`config.mk`:
```
export PLATFORM = sky130hd
export DESIGN_NAME = trkb_mul
export DESIGN_NICKNAME = d
export VERILOG_FILES = /design/src/hdl/trkb_mul.sv
export SDC_FILE = /design/constraint.sdc
export NUM_CORES = 2
export LEC_CHECK = 0
export ABC_CLOCK_PERIOD_IN_PS = 9000
export BUFFER_PORTS_ARGS = -buffer_cell sky130_fd_sc_hd__buf_2
export CAP_MARGIN = 20
export CORE_MARGIN = 5
export CORE_UTILIZATION = 60
export DETAILED_ROUTE_END_ITERATION = 7
export PLACE_DENSITY = 0.79
export SYNTH_ARGS = -nofsm -noshare
export SYNTH_HDL_FRONTEND = slang
export SYNTH_SLANG_ARGS = --single-unit
```
`constraint.sdc`:
```
create_clock -name clk -period 9 [get_ports clk]
set_input_delay 0.45 -clock clk [delete_from_list [all_inputs] [get_ports clk]]
set_output_delay 0.45 -clock clk [all_outputs]
set_load 0.05 [all_outputs]
```
`src/hdl/trkb_mul.sv`:
```
module trkb_mul (
  input  logic               clk,
  input  logic signed [32:0] a,
  input  logic signed [32:0] b,
  output logic signed [65:0] prod_r
);

  // Registered signed product
  always_ff @(posedge clk) begin
    prod_r <= a * b;
  end

endmodule

```
## Word-level counts from Yosys, hierarchy flattened

Index checks and enable logic that the tools add are counted.

- Word-level logic and storage cells: 2
- Output and inout bits: 66
- Register bits after elaboration: 66
- Bits of input ports: 67

- Multiply operators: 1

Operators with widths:

| cell | count |
|---|---|
| 33-bit by 33-bit multiplier with 66-bit output | 1 |

## Logic depth before layout (Yosys ltp)

- Depth after elaboration: 1
- Gate-level depth with buffers: 27
- Mapped depth without buffers: 26

## Worst setup path before layout

OpenSTA, ideal clock, no wires.

- Kind: in2reg
- Start: in a[32]
- End: reg prod_r[62]
- Stages: 23
- Required time: 8921 ps
- Arrival: 7607 ps
- Setup slack: 1314 ps
- Path through: clkbuf_1 nand2_1 inv_1 fa_1 fa_1 fa_1 fa_1 fa_1 fa_1 fa_1 inv_1 fa_1 inv_1 ha_1 clkbuf_1 and3_1 nand3_1 nand2b_1 a2111oi_4 a211oi_4 a21o_2 a21o_1 a211oi_2

- Longest elaborated chain between the ends: 1

Ends and longest elaborated chain:

| item | line | text |
|---|---|---|
| start, declared | 3 | `input logic signed [32:0] a,` |
| 33-bit by 33-bit multiplier with 66-bit output | 10 | `prod_r <= a * b;` |
| end signal, assigned | 10 |  |
| end, declared | 5 | `output logic signed [65:0] prod_r` |

Every way passes these cells.

## Worst setup path after layout

- Start: in b[0]
- End: reg prod_r[64]

- Longest elaborated chain between the ends: 1

Ends and longest elaborated chain:

| item | line | text |
|---|---|---|
| start, declared | 4 | `input logic signed [32:0] b,` |
| 33-bit by 33-bit multiplier with 66-bit output | 10 |  |

Every way passes these cells.

==> summary.txt <==
Floorplanning
  • DIE AREA: between 70000 and 80000 sq um
  • Die Ht: 271 um
  • Horiz. Die Dim: between 200 and 300 um
  • IO Pins: approximately 130
  • Initial Util: 0.605
  • Site row count: 95
  • Core area: between 60000 and 70000 sq um

Clock tree
  • Number of CTS-inserted buffers: 9
  • H-tree Lvls: 3
  • Post-CTS Resized: 0
  • Reg clk slew, reported paths: ~0.07 ns
  • CTS tree: done
  • Hold buffers post-CTS: 0
  • Post-CTS Setup Bufs: 0
  • Max Root-Sink Buffers: 2
  • Root buf cell: clkbuf_16
  • CTS Sinks: 66

Yosys
  • Synth top area cells: fa_1 56%, inv_1 10%, and2_1 8.6%
  • Share of the synthesized area in the top cell type: 0.563
  • Most frequent cells after synthesis: 1145 x fa_1, 1131 x inv_1, 562 x and2_1, 551 x nand2_1, 217 x ha_1
  • Synth Flop Type: dfxtp_1
  • Most common cell in the synthesized netlist: fa_1
  • Cells after Synth: ~4300
  • Yosys warns: 0
  • Post-synth net total: ~5800
  • Synth cell types: 80
  • Syn avg cell area: 9.39 sq um
  • Post-Syn Area: between 40000 and 50000 sq um
  • Sequential element share of the synthesized area: 0.0324
  • Post-synthesis register bit count: 66
  • Async S/R FF share, synth: 0
  • Number of synthesized flops with an enable pin: 0
  • Synth area leader: fa_1

Placed design
  • GP Congestion: 0.951
  • Post-DP HPWL: 88000 um
  • PortBufs: approximately 130

STA
  • Minimum clock period: between 8 and 9 ns
  • Unrepaired setup endpoints after global routing: false
  • Final setup vio count: 0
  • Max Fclk: around 120 MHz
  • Worst-margin pin slew: around 0.93 ns
  • Final Hold Viols: 0
  • Setup TNS: 0 ns
  • Slew headroom: 0.377
  • Max Slew Vio Count: 0
  • Crit share post-route: 0.902

Worst setup path
  • Crit Path Max Fanout: 33
  • Crit path largest cell delay: ~0.67 ns
  • Cell mode on critical path: fa_1
  • Worst setup EP type: register
  • Crit Path Category: primary input to register
  • CP arrival: 8.40 ns
  • Slowest CP cell: fa_1
  • Critical path data required time: 9.29 ns
  • CP Launch Type: primary input

Global route
  • Initial antenna violation count: 5
  • Largest net degree at the start of global routing: 34
  • All-Layer GR Usage: 0.304
  • First-pass GRT wire length: between 150000 and 200000 um
  • GRT Residual Overflow: 0
  • Vias in the first global route: roughly 33000

Detailed routing
  • WL/cell: a little over 20 um
  • Initial drt markers: 2005
  • Final ANT Viol Nets: 0
  • DR pass1 iterations: 5
  • Via density: 5.64
  • Via count: just under 30000
  • Final WL: ~110000 um
  • DRC viols: 0

Final layout
  • Area growth syn-to-layout: 3.73%
  • Nets: roughly 5700
  • Top flop regs: prod_r: 66 flops
  • Fill cells: 5497
  • Max reg flops: 66
  • Layout cells sized above 1: 0.0520
  • Reg with most FFs: prod_r

Hold path
  • Worst hold path depth: 2
  • Worst Hold Class: primary input to register
  • Endpoint of the worst hold-timing path: prod_r[0]
  • Hold Path Origin: b[0]

Status
  • Run status: complete, no violations

Run
  • Max-cap violations: 0
layer usage:
layer | vias up | share of wire | GRT usage
li1 | 12300 | - | -
met1 | 15200 | 0.37 | 0.387
met2 | 1385 | 0.50 | 0.508
met3 | 357 | 0.075 | 0.0518
met4 | 2 | 0.055 | 0.154
met5 | - | 0.00012 | 0
metrics by stage:
stage                     hold slack, ns  instances  worst slack, ns  utilization  instance area [sq um]
after global placement             0.919       5162            0.729        0.623                  41900
after detailed placement           0.919       5162            0.650        0.623                  41900
after global routing               0.685       5180            0.593        0.628                  42300
final                              0.656       5181            0.885        0.628                  42300
after CTS                          0.629       5177             1.03        0.628                  42200
after floorplan                    0.577       4338             1.31            -                  40700
worst max-delay path, delay by kind of cell:
kind	cells	cell delay, ns
compound gates	3	0.59
fa+ha+maj	9	4.73
buf+inv	8	0.83
simple gates	6	1.79
logic make-up after synthesis:
kind of cell | after synthesis | share of synthesized area
buffers and inverters | 1352 | 0.125
AOI/OAI and AO/OA | 219 | 0.0407
and+or+nand+nor | 1271 | 0.158
DFF | 66 | 0.0324
adders and majority gates | 1362 | 0.629
xor gates and xnor gates | 68 | 0.0146
layout by cell type, fill, tap and decap left out, drive strengths merged, types with 6 or more instances in the layout:
cell,instances
fa,1145
inv,1131
and2,563
nand2,551
ha,217
buf,172
nor2,68
dfxtp,66
a21oi,61
xnor2,43
a21o,38
o21ai,33
nand3,26
xor2,25
nand2b,12
nand4,12
o21bai,11
a211oi,11
clkbuf,9
a31oi,9
nor3,7
o31ai,7
o21a,6
a211o,6
and3,6
layout make-up:
| class | count | area (sq um) | share of cell area |
|---|---|---|---|
| clock buffers | 9 | 225 | 0.00533 |
| clock inverters | 6 | 82.6 | 0.00195 |
| inverters | 1131 | 4250 | 0.100 |
| repair buffers | 172 | 961 | 0.0227 |
| multi-input cells | 2920 | 34300 | 0.812 |
| diodes | 4 | 10.0 | 0.000237 |
| flip-flops and latches | 66 | 1320 | 0.0313 |
| well taps | 873 | 1090 | 0.0259 |
how the worst max path moves through the flow:
stage	depth (start not counted)	slack, ns	start	endpoint
floorplan	23	1.31	a[32]	prod_r[62]
global placement	23	0.73	b[0]	prod_r[64]
detailed placement	22	0.65	b[0]	prod_r[62]
CTS	22	1.03	b[0]	prod_r[58]
global route	23	0.59	b[0]	prod_r[58]
finish	26	0.89	b[0]	prod_r[64]
Power is not shown: default switching activity piles up to over one toggle a cycle in this logic, so the estimate is an artifact.
