**src/hdl/trkb_pkg.sv**
```systemverilog
package trkb_pkg;

  // Pointer event kinds
  localparam logic [1:0] KIND_PAN_SET  = 2'd0;
  localparam logic [1:0] KIND_PAN      = 2'd1;
  localparam logic [1:0] KIND_SPIN_SET = 2'd2;
  localparam logic [1:0] KIND_SPIN     = 2'd3;

  // Result kinds
  localparam logic RES_PAN  = 1'b0;
  localparam logic RES_SPIN = 1'b1;

  // Register indexes
  localparam logic [1:0] CFG_VIEW_W = 2'd0;
  localparam logic [1:0] CFG_VIEW_H = 2'd1;
  localparam logic [1:0] CFG_COS    = 2'd2;
  localparam logic [1:0] CFG_SIN    = 2'd3;

  // Shared divide / square root unit
  typedef enum logic {
    DS_DIV  = 1'b0,
    DS_SQRT = 1'b1
  } ds_op_t;

  typedef struct packed {
    logic       start;
    ds_op_t     op;
    logic [5:0] steps;
  } ds_req_t;

  typedef enum logic [5:0] {
    ST_IDLE,
    ST_NXG, ST_NXW, ST_NYG, ST_NYW,
    ST_DISP,
    ST_R2A, ST_R2B, ST_R2C,
    ST_ZG, ST_ZW, ST_HG, ST_HW,
    ST_LIFT,
    ST_CR0, ST_CR1, ST_CR2, ST_CR3, ST_CR4, ST_CR5, ST_CR6,
    ST_SM0, ST_SM1, ST_SM2, ST_SM3,
    ST_SHF, ST_SQ,
    ST_NG, ST_NW,
    ST_QG, ST_QW,
    ST_FIN
  } st_t;

endpackage

```
**src/hdl/trkb_divsqrt.sv**
```systemverilog
module trkb_divsqrt (
  input  logic             clk,
  input  logic             rst_n,
  input  trkb_pkg::ds_req_t req,
  input  logic [63:0]      opa,
  input  logic [31:0]      divisor,
  output logic             busy,
  output logic             done,
  output logic [47:0]      res
);
  import trkb_pkg::*;

  logic [33:0] rem_r;
  logic [47:0] acc_r;
  logic [63:0] dat_r;
  logic [31:0] dvs_r;
  ds_op_t      op_r;
  logic [5:0]  cnt_r;
  logic        busy_r;
  logic        done_r;

  logic [33:0] rem_s;
  logic [33:0] trial;
  logic [33:0] diff;
  logic [63:0] dat_sh;
  logic        ge;

  // One restoring step: shift in one bit (divide) or two bits (root)
  always_comb begin
    if (op_r == DS_DIV) begin
      rem_s  = {rem_r[32:0], dat_r[63]};
      trial  = {2'b00, dvs_r};
      dat_sh = {dat_r[62:0], 1'b0};
    end else begin
      rem_s  = {rem_r[31:0], dat_r[63:62]};
      trial  = {acc_r[31:0], 2'b01};
      dat_sh = {dat_r[61:0], 2'b00};
    end
    ge   = (rem_s >= trial);
    diff = rem_s - trial;
  end

  // Control
  always_ff @(posedge clk) begin
    if (!rst_n) begin
      busy_r <= 1'b0;
      done_r <= 1'b0;
      cnt_r  <= '0;
    end else begin
      done_r <= 1'b0;
      if (req.start) begin
        busy_r <= 1'b1;
        cnt_r  <= req.steps;
      end else if (busy_r) begin
        cnt_r <= cnt_r - 6'd1;
        if (cnt_r == 6'd1) begin
          busy_r <= 1'b0;
          done_r <= 1'b1;
        end
      end
    end
  end

  // Datapath
  always_ff @(posedge clk) begin
    if (req.start) begin
      rem_r <= '0;
      acc_r <= '0;
      dat_r <= opa;
      dvs_r <= divisor;
      op_r  <= req.op;
    end else if (busy_r) begin
      rem_r <= ge ? diff : rem_s;
      acc_r <= {acc_r[46:0], ge};
      dat_r <= dat_sh;
    end
  end

  assign busy = busy_r;
  assign done = done_r;
  assign res  = acc_r;

endmodule

```
**config.mk**
```make
export PLATFORM = sky130hd
export DESIGN_NAME = trkb_divsqrt
export DESIGN_NICKNAME = d
export VERILOG_FILES = /design/src/hdl/trkb_pkg.sv /design/src/hdl/trkb_divsqrt.sv
export SDC_FILE = /design/constraint.sdc
export NUM_CORES = 1
export LEC_CHECK = 0
export BUFFER_PORTS_ARGS = -buffer_cell sky130_fd_sc_hd__buf_2
export CORE_MARGIN = 2
export CORE_UTILIZATION = 40
export CTS_BUF_LIST = sky130_fd_sc_hd__clkbuf_16
export DETAILED_ROUTE_END_ITERATION = 10
export SLEW_MARGIN = 20
export SYNTH_ARGS = -nofsm -noshare
export SYNTH_HDL_FRONTEND = slang
export SYNTH_SLANG_ARGS = --single-unit
```
**constraint.sdc**
```tcl
create_clock -name clk -period 4.8 [get_ports clk]
set_input_delay 0.48 -clock clk [delete_from_list [all_inputs] [get_ports clk]]
set_output_delay 0.48 -clock clk [all_outputs]
set_load 0.005 [all_outputs]
```
Word-level counts from Yosys, hierarchy flattened
Index checks and enable logic that the tools add are counted.
{ "word_totals": {"reg_bits": 186, "out_inout_bits": 50} }
{ "classes": {"reduce_logical": 2, "eq_ne": 1, "order_cmp": 1, "mux": 12, "n_addsub": 2, "bitwise_logic": 2} }
{ "op_table": {"columns": ["operator", "count"], "rows": [
  ["$mux W64", 3],
  ["$mux W34", 2],
  ["$ge A34 B34 Y1", 1],
  ["$mux W33", 1],
  ["$sub A33 B33 Y33", 1],
  ["$mux W6", 2],
  ["$eq A6 B1 Y1 const B", 1],
  ["$sub A6 B1 Y6 const B", 1],
  ["$mux W1", 4],
  ["$reduce_or A3 Y1", 1],
  ["$not A1 Y1", 2],
  ["$reduce_bool A2 Y1", 1]
]} }

Depth between registers and ports, before layout
{ "depth": {"word_depth": 4, "mapped_depth": 17, "ltp_nobuf": 12} }

Worst setup path after synthesis
Ideal clock, no wire load.
{ "synth_timing": {"path_kind": "register -> register", "start": "register op_r", "end": "register rem_r[25]", "t_arrival_ns": 3.961, "setup_ns": 0.070, "setup_slack_ns": 0.768, "path_stages_with_launch": 17, "n_path_buf": 6, "synth_period_minus_slack_ns": 4.032, "required_ns": 4.730, "path_cell_list": "edfxtp_1 clkbuf_1 clkbuf_1 clkbuf_1 buf_1 mux2i_1 ha_1 buf_4 nand4_1 or4_1 o31ai_1 nor2_1 o31ai_4 buf_6 nand3b_1 mux2_2 a21oi_1"} }
{ "synth_via": {"elab_chain_cells": 3, "elab_cells_between_ends": 5} }
{ "synth_lines": {"columns": ["item", "line", "source"], "rows": [
  ["start, declared", "trkb_divsqrt.sv:17", "ds_op_t op_r;"],
  ["start signal, assigned", "trkb_divsqrt.sv:71", "op_r <= req.op;"],
  ["$mux W34", "trkb_divsqrt.sv:30", "if (op_r == DS_DIV) begin"],
  ["$sub A33 B33 Y33 or $ge A34 B34 Y1 (tied branches)", "trkb_divsqrt.sv:40, trkb_divsqrt.sv:39", null],
  ["$mux W33 *", "trkb_divsqrt.sv:73", "rem_r <= ge ? diff : rem_s;"],
  ["end signal, assigned", "trkb_divsqrt.sv:73", null],
  ["end, declared", "trkb_divsqrt.sv:13", "logic [33:0] rem_r;"]
]} }
Every way passes the cells marked *; elsewhere a longest branch is shown, timed or not.
A chain may end at the register's enable or synchronous reset.

Worst setup path in the final report
{ "layout_timing": {"start": "register op_r", "end": "register rem_r[31]"} }
The elaborated chain is that of the path after synthesis.

==> flow_summary.toml <==
[floorplan]
die-width_um = 164.5
ios = 156
die_h_um = 164.5
core_mm2 = 0.02525
dieArea_mm2 = 0.02708
placementRows = 58
initial_core_util_pct = 40.82

[outcome]
outcome = "completed"

[cts]
cts_root_buf = "clkbuf_16"
clockBufferDepth = 2
clock_sinks = 186
cts_made_buffers = 17
cts_hold_repair.buffers = 0
worstSkewPairLatency_ns = 0.44
ctsResizeCount = 0
htree_num_levels = 4
postCtsSetupBuffers = 0
path_clk_slew_ns = 0.07
cts_tree = "done"

[min_path]
hp-class = "in2reg"

[critical_path]
path_cells = "buf_4 > mux2i_1 > inv_1 > ha_1 > nand2b_1 > a21o_1 > a211oi_1 > o21a_1 > a21oi_1 > o311ai_0 > a21oi_1 > nand4b_1 > a21oi_1"
critical_path.slowest_cell = "o311ai_0"
cpPeakStageDelay_ns = 0.52
worstPathArrival_ns = 4.19
required_ns = 5.15
worstSetupStartpointType = "register"
end_kind = "register"
crit_top_cell = "a21oi_1"
crit_fanout = 26
crit_type = "reg2reg"

[yosys]
yosysWarnings = 0
dominantRegCellSynth = "edfxtp_1"
synthCells = 1020
ys_seq_area_share_pct = 45.53
syn-num-nets = 1163
synth_cell_types = 63
ys_seq_elements = 186
synth_edf_count = 97
syn_avg_cell_area_um2 = 10.11
netlist_area_mm2 = 0.01031
async_flop_share_pct = 0

[placed_design]
portBuffers = 155
dp_hpwl_mm = 16.64
gp_congestion = 0.8111

[grt]
grt-ovfl-total = 0
grtUsageTotal_pct = 17.60
grt_pass1_vias = 7527
grt_pass1_wl_mm = 38.24
grt_antenna_before_repair = 1
grt_start_max_net_pins = 144

[sta]
fin_worst_skew_ns = 0.01616
finalSetupViolations = 0
min_period_ns = 3.835
layout_worst_path_cycle_share_pct = 79.90
max_slew_margin_pct = 32.98
holdWs_ns = 0.2196
finalHoldViolCount = 0
slew_viol_final = 0
fmax_mhz = 260.7
worstMarginPinSlew_ns = 1.005
fin_setup_tns_ns = 0
rsz0062_at_grt = "no"

[run]
max-cap-violations = 0

[routing]
drcViolationCount = 0
routedWlPerCell_um = 15.85
num_vias = 7700
drt_iter0_markers = 420
via_per_inst = 5.210
dr.pass1.iters = 5
ant_nets = 0
drt-total-wl_mm = 23.43

[pwr]
pwr-share-clk_pct = 30.2
p_sw_mw = 1.665
seq_power_share_pct = 38.2
combPwrFrac_pct = 31.6
ir_drop_uv = 240.8
power.total_mw = 5.045
p_leak_nw = 5.190
swShare_pct = 33.00
internal_power_mw = 3.380
powerDensity_mw_per_mm2 = 422.1

[finish]
nFillCells = 2439
nets = 1278
n_antenna_cell = 0
syn2layout_area_growth_pct = 15.92
final_layout_size_suffix_gt1_share_pct = 20.73
-- flip-flops by register name, indices dropped and copies added, names as in the netlist --
name and count:
busy 1, cnt_r 6, dat_r 64, done 1, dvs_r 32, op_r 1
rem_r 33, res 48
-- worst max-delay path: cells and delay by family (launching register included) --
family,cells,cell delay [ns]
AO/OA/AOI/OAI,7,1.79
buffers and inverters,2,0.49
flip-flops,1,0.46
multiplexers,1,0.41
adder cells (fa/ha/maj),1,0.31
AND/OR/NAND/NOR,2,0.29
-- layout make-up --
type	instances	area [um2]	share of cell area (%)
inverters	19	71.32	0.5967
clock inverters	15	203.9	1.706
clock buffers	17	425.4	3.559
flip-flops and latches	186	4698	39.31
well taps	330	412.9	3.455
repair buffers	164	889.6	7.443
multi-input cells	747	5250	43.93
-- power by group through the flow --
stage / clock [mW] / combinational, mW / sequential (mW)
after floorplan: 0 / 1.28 / 1.92
after detailed placement: 0 / 1.60 / 1.96
after global placement: 0 / 1.59 / 1.96
after CTS: 1.57 / 1.61 / 1.93
after global routing: 1.62 / 1.78 / 1.95
final: 1.52 / 1.60 / 1.93
-- placed cells by master (no fill, tap or decap), types with 2 or more instances in the layout --
| cell type | synthesis | layout |
|---|---|---|
| mux2i_1 | 166 | 166 |
| buf_2 | 10 | 154 |
| nand2_1 | 100 | 100 |
| edfxtp_1 | 97 | 97 |
| nor2_1 | 96 | 96 |
| dfxtp_1 | 89 | 88 |
| o21ai_0 | 85 | 85 |
| a21oi_1 | 42 | 42 |
| ha_1 | 36 | 36 |
| mux2_2 | 29 | 29 |
| a211oi_1 | 24 | 24 |
| a21o_1 | 20 | 20 |
| inv_1 | 18 | 18 |
| xnor2_1 | 18 | 18 |
| clkbuf_16 | 0 | 17 |
| nand3_1 | 12 | 12 |
| xor2_1 | 12 | 12 |
| nor3_1 | 11 | 11 |
| nor2b_1 | 10 | 10 |
| nand4_1 | 10 | 10 |
| and2_1 | 7 | 7 |
| o21ai_1 | 6 | 6 |
| o21bai_1 | 6 | 6 |
| a31oi_1 | 6 | 6 |
| buf_4 | 3 | 6 |
| o21a_1 | 5 | 5 |
| nand2b_1 | 4 | 4 |
| inv_6 | 0 | 4 |
| o31ai_1 | 3 | 3 |
| nand3b_1 | 3 | 3 |
| bufinv_16 | 0 | 3 |
| inv_8 | 0 | 3 |
| buf_12 | 0 | 3 |
| or2_2 | 2 | 2 |
| a22o_1 | 2 | 2 |
| and3_1 | 2 | 2 |
| o211ai_1 | 2 | 2 |
| nor4_1 | 2 | 2 |
| clkinvlp_4 | 0 | 2 |
-- metal layers --
metal	wire, um	vias to the layer above	part of all wire [%]	track usage [%]
met5	7	-	0.030	0
met4	144	2	0.61	4.111
met3	820	11	3.5	3.340
met2	11450	125	49	29.95
met1	11000	3636	47	23.21
li1	-	3926	-	-
-- synth_stat cells, types with 11 or more instances --
master      n  area (um2)
xor2_1     12       105.1
mux2i_1   166        1662
inv_1      18       67.56
nor2_1     96       360.4
xnor2_1    18       157.7
nor3_1     11       55.05
a21o_1     20       150.1
mux2_2     29       326.6
clkbuf_1   45       168.9
edfxtp_1   97        2913
nand2_1   100       375.4
o21ai_0    85       425.4
a211oi_1   24       180.2
dfxtp_1    89        1782
a21oi_1    42       210.2
ha_1       36       450.4
nand3_1    12       60.06
-- stage by stage --
step | cell area [um2] | worst slack [ns] | std cells | util [%]
6_report | 11950 | 0.9646 | 1478 | 47.32
3_3_place_gp | 11320 | 1.048 | 1446 | 44.83
5_1_grt | 11950 | 0.6232 | 1478 | 47.32
2_1_floorplan | 10310 | 0.7681 | 1020 | -
3_5_place_dp | 11320 | 0.9695 | 1446 | 44.83
4_1_cts | 11950 | 0.9539 | 1478 | 47.32
-- final timing paths --
path / to / slack (ns) / cells past startpoint / start
hold reg to reg: res[47] / 0.49 / 2 / res[47]
hold / removal: dvs_r[3] / 0.22 / 1 / divisor[3]
setup / recovery: rem_r[31] / 0.96 / 13 / op_r
setup reg to reg: rem_r[31] / 0.96 / 13 / op_r
-- cell families after synthesis --
family                   after synthesis  share of synthesized area (%)
adder cells (fa/ha/maj)               37                          4.563
buffers and inverters                 87                          3.544
AO/OA/AOI/OAI                        218                          13.13
AND/OR/NAND/NOR                      267                          11.40
XOR/XNOR                              30                          2.549
flip-flops                           186                          45.53
multiplexers                         195                          19.28
(Power assumes the default switching activity.)
